==> src/rtl/bnpr_pkg.sv <==
// Shared types, constants and register codes for the batch-norm/PReLU int8 requantizer.
`default_nettype none
package bnpr_pkg;

    localparam int MAX_CHANNELS_DEF = 512;

    localparam int CH_W       = 10;   // channel counter, covers channels_in_use range
    localparam int PIX_W      = 16;
    localparam int PPC_W      = 17;
    localparam int CIU_W      = 10;
    localparam int CFG_IDX_W  = 2;
    localparam int CFG_DATA_W = 32;
    localparam int TBL_W      = 80;   // {scale, offset, slope}

    localparam logic [CFG_IDX_W-1:0] CFG_INV_OUT_SCALE      = 2'd0;
    localparam logic [CFG_IDX_W-1:0] CFG_PIXELS_PER_CHANNEL = 2'd1;
    localparam logic [CFG_IDX_W-1:0] CFG_CHANNELS_IN_USE    = 2'd2;

    localparam logic [31:0]    INV_OUT_SCALE_RST = 32'd65536;
    localparam logic [PPC_W-1:0] PPC_RST         = 17'd1;
    localparam logic [PPC_W-1:0] PPC_MAX         = 17'd65536;
    localparam logic [CIU_W-1:0] CIU_RST         = 10'd512;

    localparam logic            KIND_LOAD = 1'b0;
    localparam logic            KIND_DATA = 1'b1;
    localparam logic [15:0]     SLOPE_ONE = 16'd4096;   // unity in Q4.12
    localparam logic signed [7:0] Q_MAX   = 8'sd127;
    localparam logic signed [7:0] Q_MIN   = -8'sd128;

    typedef struct packed {
        logic               kind;
        logic [8:0]         load_channel;
        logic signed [31:0] acc;
        logic [31:0]        conv_scale_in;
        logic signed [31:0] bn_scale_in;
        logic signed [31:0] bn_offset_in;
        logic signed [15:0] slope_in;
    } t_in;

    typedef struct packed {
        logic signed [7:0] quantized;
        logic [8:0]        channel_out;
        logic              last;
    } t_out;

    typedef enum logic [1:0] {
        MUL_LOAD,
        MUL_ACC,
        MUL_LIMB
    } t_mul_sel;

    typedef struct packed {
        logic       capture;
        logic       rd_en;
        logic       mul_en;
        t_mul_sel   mul_sel;
        logic       x_en;
        logic       abs_en;
        logic       limb_en;
        logic [1:0] limb_idx;
        logic       pass;
        logic       tbl_wr;
        logic       out_wr;
    } t_dp_cmd;

    typedef struct packed {
        logic out_free;
    } t_dp_status;

endpackage
`default_nettype wire

==> src/rtl/bnpr_ctrl.sv <==
// Sequencer: data items go via table read, multiplies, limb passes, output.
`default_nettype none
module bnpr_ctrl (
    input  wire logic                 i_clk,
    input  wire logic                 i_rst_n,
    input  wire logic                 i_in_valid,
    input  wire logic                 i_in_kind,
    output logic                      o_in_ready,
    input  wire bnpr_pkg::t_dp_status i_status,
    output bnpr_pkg::t_dp_cmd         o_cmd
);

    typedef enum logic [3:0] {
        S_IDLE,
        S_RD,
        S_MUL_X,
        S_ADD_X,
        S_ABS,
        S_LMUL,
        S_LADD,
        S_QUANT,
        S_LD_MUL,
        S_LD_WR
    } t_state;

    t_state     r_state;
    logic [1:0] r_idx;
    logic       r_pass;

    always_ff @(posedge i_clk) begin
        if (!i_rst_n) begin
            r_state <= S_IDLE;
            r_idx   <= 2'd0;
            r_pass  <= 1'b0;
        end else begin
            case (r_state)
                S_IDLE: begin
                    if (i_in_valid) begin
                        r_state <= (i_in_kind == bnpr_pkg::KIND_DATA) ? S_RD : S_LD_MUL;
                    end
                end
                S_RD:    r_state <= S_MUL_X;
                S_MUL_X: r_state <= S_ADD_X;
                S_ADD_X: r_state <= S_ABS;
                S_ABS: begin
                    r_idx   <= 2'd0;
                    r_pass  <= 1'b0;
                    r_state <= S_LMUL;
                end
                S_LMUL:  r_state <= S_LADD;
                S_LADD: begin
                    if (r_idx == 2'd3) begin
                        if (r_pass) begin
                            r_state <= S_QUANT;
                        end else begin
                            r_pass  <= 1'b1;
                            r_idx   <= 2'd0;
                            r_state <= S_LMUL;
                        end
                    end else begin
                        r_idx   <= r_idx + 2'd1;
                        r_state <= S_LMUL;
                    end
                end
                S_QUANT: begin
                    if (i_status.out_free) begin
                        r_state <= S_IDLE;
                    end
                end
                S_LD_MUL: r_state <= S_LD_WR;
                S_LD_WR:  r_state <= S_IDLE;
                default:  r_state <= S_IDLE;
            endcase
        end
    end

    assign o_in_ready = (r_state == S_IDLE);

    always_comb begin
        o_cmd          = '0;
        o_cmd.mul_sel  = bnpr_pkg::MUL_LIMB;
        o_cmd.limb_idx = r_idx;
        o_cmd.pass     = r_pass;
        case (r_state)
            S_IDLE:   o_cmd.capture = i_in_valid;
            S_RD:     o_cmd.rd_en   = 1'b1;
            S_MUL_X: begin
                o_cmd.mul_en  = 1'b1;
                o_cmd.mul_sel = bnpr_pkg::MUL_ACC;
            end
            S_ADD_X:  o_cmd.x_en    = 1'b1;
            S_ABS:    o_cmd.abs_en  = 1'b1;
            S_LMUL:   o_cmd.mul_en  = 1'b1;
            S_LADD:   o_cmd.limb_en = 1'b1;
            S_QUANT:  o_cmd.out_wr  = i_status.out_free;
            S_LD_MUL: begin
                o_cmd.mul_en  = 1'b1;
                o_cmd.mul_sel = bnpr_pkg::MUL_LOAD;
            end
            S_LD_WR:  o_cmd.tbl_wr  = 1'b1;
            default:  o_cmd.capture = 1'b0;
        endcase
    end

    // the last limb add of the second pass always hands over to the output step
    assert property (@(posedge i_clk) disable iff (!i_rst_n)
        (r_state == S_LADD && r_idx == 2'd3 && r_pass) |=> (r_state == S_QUANT))
        else $error("limb sequence did not end in output step");

    // a load item goes straight to the scale multiply
    assert property (@(posedge i_clk) disable iff (!i_rst_n)
        (r_state == S_IDLE && i_in_valid && i_in_kind == bnpr_pkg::KIND_LOAD)
        |=> (r_state == S_LD_MUL))
        else $error("load item did not start the scale multiply");

    // output step holds while the output register is still occupied
    assert property (@(posedge i_clk) disable iff (!i_rst_n)
        (r_state == S_QUANT && !i_status.out_free) |=> (r_state == S_QUANT))
        else $error("output step left while result pending");

endmodule
`default_nettype wire

==> config.mk <==
export PLATFORM = sky130hd
export DESIGN_NAME = bnpr_ctrl
export DESIGN_NICKNAME = d
export VERILOG_FILES = /design/src/rtl/bnpr_pkg.sv /design/src/rtl/bnpr_ctrl.sv
export SDC_FILE = /design/constraint.sdc
export NUM_CORES = 1
export LEC_CHECK = 0
export BUFFER_PORTS_ARGS = -buffer_cell sky130_fd_sc_hd__buf_2
export CAP_MARGIN = 15
export CORE_AREA = 2 2 39 41
export DETAILED_ROUTE_END_ITERATION = 10
export DIE_AREA = 0 0 41 43
export GPL_TIMING_DRIVEN = 0
export PLACE_DENSITY_LB_ADDON = 0.08
export SYNTH_ARGS = -nofsm -noshare
export SYNTH_HDL_FRONTEND = slang
export SYNTH_SLANG_ARGS = --single-unit
==> constraint.sdc <==
create_clock -name i_clk -period 1.16 [get_ports i_clk]
set_input_delay 0.232 -clock i_clk [delete_from_list [all_inputs] [get_ports i_clk]]
set_output_delay 0.232 -clock i_clk [all_outputs]
set_load 0.02 [all_outputs]
==> impl_results.md, run 1 <==
* CP required at between 0.9 and 1 ns
* Final Critical Period at 1.582 ns
* Worst path slowest cell: dfxtp_4
* Worst Clk Skew at 0.004785 ns
* RSZ-0062 raised after global routing: yes
* TNS Setup at -3.307 ns
* Setup crit start kind: flop
* Tot GR Track Use at between 10% and 20%
* Syn avg cell area at 8.186 sq um
* Hold Crit Start: i_status
* Placement Setup Slack at -0.3531 ns
* Initial DRC Count at 6
* Lkg Pwr at 0.0004059 uW
* Layout Utilization at 65.28%
* Inserted Diodes at 0
* Final WL at 1429 um
* Std-Cell Rows at 14
* Power per Cell Area at roughly 1100 nW/um^2
* Remaining DRCs at 0
* Die area at 1763 sq um
* Critical path class: reg -> out
* Avg Vias per Cell at 5.124
* Ports at 19
* Largest net degree at the start of global routing at 11
* CTS sink cnt at 7
* Clk slew on worst S/H paths at 0.05 ns
* Max Fclk at 632.1 MHz
* Dpl cells at a little over 90
* Period utilization at 136.4%
* Die Y at around 43 um
* Via count at 538
* Final hold viol count at 0
* Syn Inst Count at 59
* Worst setup EP type: output pin
* Synth Register Bits at 7
* Area Overhead vs Synth at 87.05%
* Clock buffer depth at 2
* Crit path launch: r_state[3]$_SDFFE_PN0P_
* H-Tree Depth at 1
* Register area share after synthesis at 29.02%
* Worst path max stage delay at between 0.3 and 0.4 ns
* Root Driver: clkbuf_4
* CTS tree: done
* Crit path cell chain: clkbuf_16 -> xnor2_1 -> or3_4 -> buf_6
* Num CTS Buffers at 3
* Initial antenna violation count at 0
* # Max-Cap Violations at 0
* First-pass GRT wire length at 2283 um
* Final nets at 96
* Die span in x at 41 um
* Hold Slack at 0.1967 ns
* Final setup viols at 12
* Filler cells at approximately 130
* DR pass1 iterations at 2
* Ys Warns at 0
* Cell Area, Synth at 483.0 sq um
* Mapped Nets at 65
* Peak VDD IR at ~0.58 mV
* Worst R2R Start: r_state[1]$_SDFFE_PN0P_
* Post-DR wirelength/cell at around 14 um
* Post-CTS Hold Fix Bufs at 0
* Final HPWL DP at 854.1 um
* Antenna Nets Post-Route at 0
* Layout cells sized above 1 at 67.42%
* Last weighted congestion value of the routability-driven placer at ~0.74
* Post-Layout Cell Count at 105
* Clock latency on the worst-skew pair at approximately 0.26 ns
* Core area at 1384 sq um
* Max FO, Critical Path at 5
* Final WS setup at -0.4221 ns
* Max-slew violation count at 0
* GRT overflow at 0
* Vias in the first global route at 512
* Worst-margin pin slew at between 0.2 and 0.25 ns
* # port buffers at 18
* Synth unique cells at 32
* Critical Path AT at ~1.4 ns
* Rel. slew slack at 84.16%
* Initial core utilization at a little over a third
* Hold WC Path Type: in -> reg
* Violated checks: setup timing
* Status: complete, but fails checks
layout by cell type, fill, tap and decap left out, types with 2 or more instances in the layout:
cell type and count:
nor2_1 2, nand2_1 2, inv_1 3, dfxtp_1 2
clkbuf_4 3, dfxtp_4 3, nor3_4 2, nand2b_4 2
nor3_2 3, buf_2 7, nor3_1 3, dfxtp_2 2
nand4_1 2, buf_4 10, a21oi_1 3, mux2i_1 2
buf_6 12
state kept, by name, indices dropped and copies added (netlist names):
| signal | flops |
|---|---|
| r_pass | 1 |
| r_idx | 2 |
| r_state | 4 |
metal layers:
layer	routed length (um)	track usage (%)
met2	695	29.06
met5	0	0
met3	46	3.141
met4	22	10.00
met1	665	24.60
worst paths after layout:
| path | cells after the start | to | slack [ns] |
|---|---|---|---|
| min reg2reg | 2 | r_idx[1]$_SDFFE_PN0P_ | 0.48 |
| min | 2 | r_state[0]$_SDFFE_PN0P_ | 0.20 |
| max | 4 | o_cmd[9] | -0.42 |
| max reg2reg | 5 | r_state[0]$_SDFFE_PN0P_ | -0.15 |
cell type report:
type	count	area [sq um]	share of cell area (%)
inverters	4	15.01	1.662
clock buffers	4	26.28	2.909
well taps	16	20.02	2.216
repair buffers	27	226.5	25.07
multi-input cells	43	402.9	44.60
plain buffers	4	58.81	6.510
flip-flops and latches	7	153.9	17.04
cell usage after synthesis, drive strengths merged:
master / n / share of area (%)
o32ai: 1 / 1.8
a21bo: 1 / 2.1
clkbuf: 2 / 3.1
nor2: 3 / 2.3
a31oi: 1 / 1.3
o41ai: 1 / 1.8
xnor2: 1 / 1.8
buf: 3 / 4.9
o21ai: 1 / 1.0
ha: 1 / 2.6
nor4b: 1 / 1.8
a32o: 1 / 2.1
or2b: 1 / 1.6
nand4: 2 / 2.6
and2b: 1 / 1.6
dfxtp: 7 / 29
or3: 1 / 1.3
inv: 4 / 3.1
mux2i: 2 / 4.1
a2111o: 1 / 2.3
nand2b: 3 / 3.9
mux2: 1 / 2.3
a21oi: 3 / 3.1
nand2: 3 / 2.9
and2: 1 / 1.3
nand3: 2 / 2.1
nor4: 2 / 3.9
nor3: 8 / 8.3
cells by family (layout without fill, tap and decap cells):
logic type      after synthesis  after routing  share of synthesized area [%]
compound gates               10             10                          15.54
xor+xnor                      1              1                          1.814
fa+ha+maj                     1              1                          2.590
buf+inv                       9             39                          11.14
flops                         7              7                          29.01
mux                           3              3                          6.477
simple gates                 28             28                          33.42
where the power goes:
part           internal, uW  total (uW)  switching (uW)
sequential              255         279            23.8
combinational           246         457             211
clock                   132         225            93.6
total                   633         962             328
stage by stage:
stage	cell area [sq um]	total power, uW
after CTS	875.8	950.3
after global routing	903.4	1021
after detailed placement	654.4	578.7
after global placement	654.4	578.6
after floorplan	544.3	503.8
final	903.4	961.6
timing repair:
item | in CTS | in global routing
resized for setup | 38 | 9
endpoints found under the setup margin | 13 | 13
pin swaps | 6 | 5
buffers inserted | 9 | 1
critical path: cells and delay by family (launching register included):
family / cells / cell delay [ns]
and+or+nand+nor: 1 / 0.33
DFF: 1 / 0.36
buffers and inverters: 2 / 0.29
xor gates and xnor gates: 1 / 0.12
Note: power is estimated with default switching activity, not from simulation.
==> inputs of run 2 (changes only) <==
Settings changed: CTS_BUF_LIST set to sky130_fd_sc_hd__clkbuf_8 sky130_fd_sc_hd__clkbuf_16, SETUP_SLACK_MARGIN set to 0.5, TNS_END_PERCENT set to 20.
==> run 2 against run 1 <==
Net effect:
- non-clock buffer count down 4
- the flow still finishes with violations (setup timing)
- register-to-register slack gained 0.14 ns
- setup slack better by 0.0099 ns
- cell count is 3.8% lower
- clock-buffer cell count down 1
- worst hold slack improved by 0.029 ns
- highest routed layer unchanged
==> impl_results.md, run 2 (synthesis gave the netlist of run 1 again) <==
* Clk slew on worst S/H paths at 0.04 ns (was 0.05 ns)
* GRT overflow at 0 (unchanged)
* Max Fclk at 636.0 MHz (was 632.1 MHz)
* Status: complete, but fails checks (unchanged)
* Max FO, Critical Path at 10 (was 5)
* CTS tree: done (unchanged)
* CTS sink cnt at 7 (unchanged)
* Std-Cell Rows at 14 (unchanged)
* Worst path max stage delay at 0.36 ns (about the same)
* Met2 GRT Util at 30.63% (was 29.06%)
* Worst Clk Skew at 0.006121 ns (was 0.004785 ns)
* Combinational share of power at 38.8% (was 47.5%)
* # Max-Cap Violations at 0 (unchanged)
* Final WS setup at -0.4122 ns (was -0.4221 ns)
* Top Usage Layer GRT: met2 (unchanged)
* Reg with most FFs: r_state (unchanged)
* Root Driver: clkbuf_8 (was clkbuf_4)
* Setup crit start kind: flop (unchanged)
* Seq pwr share at 26.6% (was 29.0%)
* GRT met3 Usage at 3.141% (unchanged)
* Die Y at 43 um (unchanged)
* Critical path class: reg -> out (unchanged)
* Final hold viol count at 0 (unchanged)
* Period utilization at 135.5% (was 136.4%)
* Inserted Diodes at 0 (unchanged)
* Worst path slowest cell: dfxtp_4 (unchanged)
* Num CTS Buffers at 3 (unchanged)
* Peak VDD IR at 0.6772 mV (was 0.5781 mV)
* Die area at 1763 sq um (unchanged)
* Remaining DRCs at 0 (unchanged)
* Largest registers: r_state: 4 flops, r_idx: 2 flops, r_pass: 1 flops (unchanged)
* Avg Vias per Cell at 5.356 (was 5.124)
* Rel. slew slack at 80.86% (was 84.16%)
* Final nets at 92 (was 96)
* Critical path's top delay family: flip-flops (unchanged)
* M1 GR Usage at 28.57% (was 24.60%)
* Crit path cell chain: clkbuf_16 -> xnor2_1 -> or3_1 -> buf_6 (was clkbuf_16 -> xnor2_1 -> or3_4 -> buf_6)
* Layout cells sized above 1 at 61.18% (was 67.42%)
* Int Pwr at 688.4 uW (was 633.3 uW)
* RSZ-0062 raised after global routing: yes (unchanged)
* Clock buffer depth at 2 (unchanged)
* Tot GR Track Use at 20.54% (was 19.11%)
* Vias in the first global route at 533 (was 512)
* Antenna Nets Post-Route at 0 (unchanged)
* Critical Path AT at 1.34 ns (was 1.35 ns)
* Most frequent cells in the layout: buf_4 (11), buf_6 (8), buf_2 (5), dfxtp_4 (5) (was buf_6 (12), buf_4 (10), buf_2 (7))
* Final setup viols at 12 (unchanged)
* Largest register FFs at 4 (unchanged)
* Net Switching at 324.8 uW (was 328.3 uW)
* Lkg Pwr at 0.0003813 uW (was 0.0004059 uW)
* Via count at 541 (was 538)
* First-pass GRT wire length at 2456 um (was 2283 um)
* Initial antenna violation count at 0 (unchanged)
* CP required at 0.93 ns (about the same)
* Ports at 19 (unchanged)
* Initial core utilization at 34.90% (unchanged)
* DR pass1 iterations at 4 (was 2)
* Dpl cells at 93 (unchanged)
* Clock latency on the worst-skew pair at 0.23 ns (was 0.26 ns)
* # port buffers at 18 (unchanged)
* Worst-margin pin slew at 0.2833 ns (was 0.2343 ns)
* Commonest non-fill, non-tap cell in the layout: buf_4 (was buf_6)
* Switch share at 32.06% (was 34.14%)
* H-Tree Depth at 1 (unchanged)
* Post-Layout Cell Count at 101 (was 105)
* Hold Slack at 0.2257 ns (was 0.1967 ns)
* Last weighted congestion value of the routability-driven placer at 0.7459 (was 0.7447)
* Die span in x at 41 um (unchanged)
* Post-CTS Hold Fix Bufs at 0 (unchanged)
* Final WL at 1414 um (was 1429 um)
* Worst setup EP type: output pin (unchanged)
* Power per Cell Area at 1164 nW/um^2 (was 1064 nW/um^2)
* WP buf/inv at 2 (unchanged)
* Initial DRC Count at 18 (was 6)
* Placement Setup Slack at -0.3470 ns (was -0.3531 ns)
* Max-slew violation count at 0 (unchanged)
* Area Overhead vs Synth at 80.31% (was 87.05%)
* Final HPWL DP at 895.8 um (was 854.1 um)
* Clk pwr share at 34.6% (was 23.4%)
* Final Critical Period at 1.572 ns (was 1.582 ns)
* Layout Utilization at 62.93% (was 65.28%)
* Post-DR wirelength/cell at 14.00 um (was 13.61 um)
* Largest net degree at the start of global routing at 11 (unchanged)
* Hold WC Path Type: in -> reg (unchanged)
* Power, Total at 1013 uW (was 961.6 uW)
* Violated checks: setup timing (unchanged)
* Filler cells at 126 (was 125)
* Core area at 1384 sq um (unchanged)
run 2: layout make-up:
type | count | area (sq um) | area share [%]
clock inverters | 1 | 5.005 | 0.5747
plain buffers | 5 | 87.58 | 10.06
clock buffers | 3 | 41.29 | 4.741
well taps | 16 | 20.02 | 2.299
flip-flops and latches | 7 | 161.4 | 18.53
inverters | 4 | 15.01 | 1.724
repair buffers | 22 | 175.2 | 20.11
multi-input cells | 43 | 365.4 | 41.95
run 2: path summary, 6_finish.rpt:
path / slack [ns] / cells after the start / start / end
setup / recovery: -0.41 / 4 / r_state[1]$_SDFFE_PN0P_ / o_cmd[9]
hold / removal: 0.23 / 2 / i_status / r_state[0]$_SDFFE_PN0P_
setup reg to reg: -0.01 / 4 / r_state[1]$_SDFFE_PN0P_ / r_state[0]$_SDFFE_PN0P_
hold reg to reg: 0.51 / 2 / r_idx[1]$_SDFFE_PN0P_ / r_idx[1]$_SDFFE_PN0P_
run 2: power groups by stage:
stage	clock [uW]	sequential (uW)	combinational (uW)
global route	378	272	426
global placement	0	273	294
CTS	358	271	381
finish	350	269	393
floorplan	0	269	221
detailed placement	0	273	295
run 2: repair_timing:
item	CTS	global route
gates resized for setup	43	2
buffers inserted	2	2
setup endpoints to repair	21	21
pin swaps	5	6
run 2: metal layers:
layer | part of all wire [%] | wire, um
met2 | 52 | 738
met5 | 0 | 0
met4 | 1.1 | 16
met3 | 4.5 | 63
met1 | 42 | 596
run 2: per-stage QoR:
step	area (sq um)	TNS, ns
2_1_floorplan	525.5	-1.197
3_3_place_gp	635.6	-1.348
3_5_place_dp	635.6	-1.429
4_1_cts	849.6	-3.237
5_1_grt	870.8	-4.092
6_report	870.8	-3.334
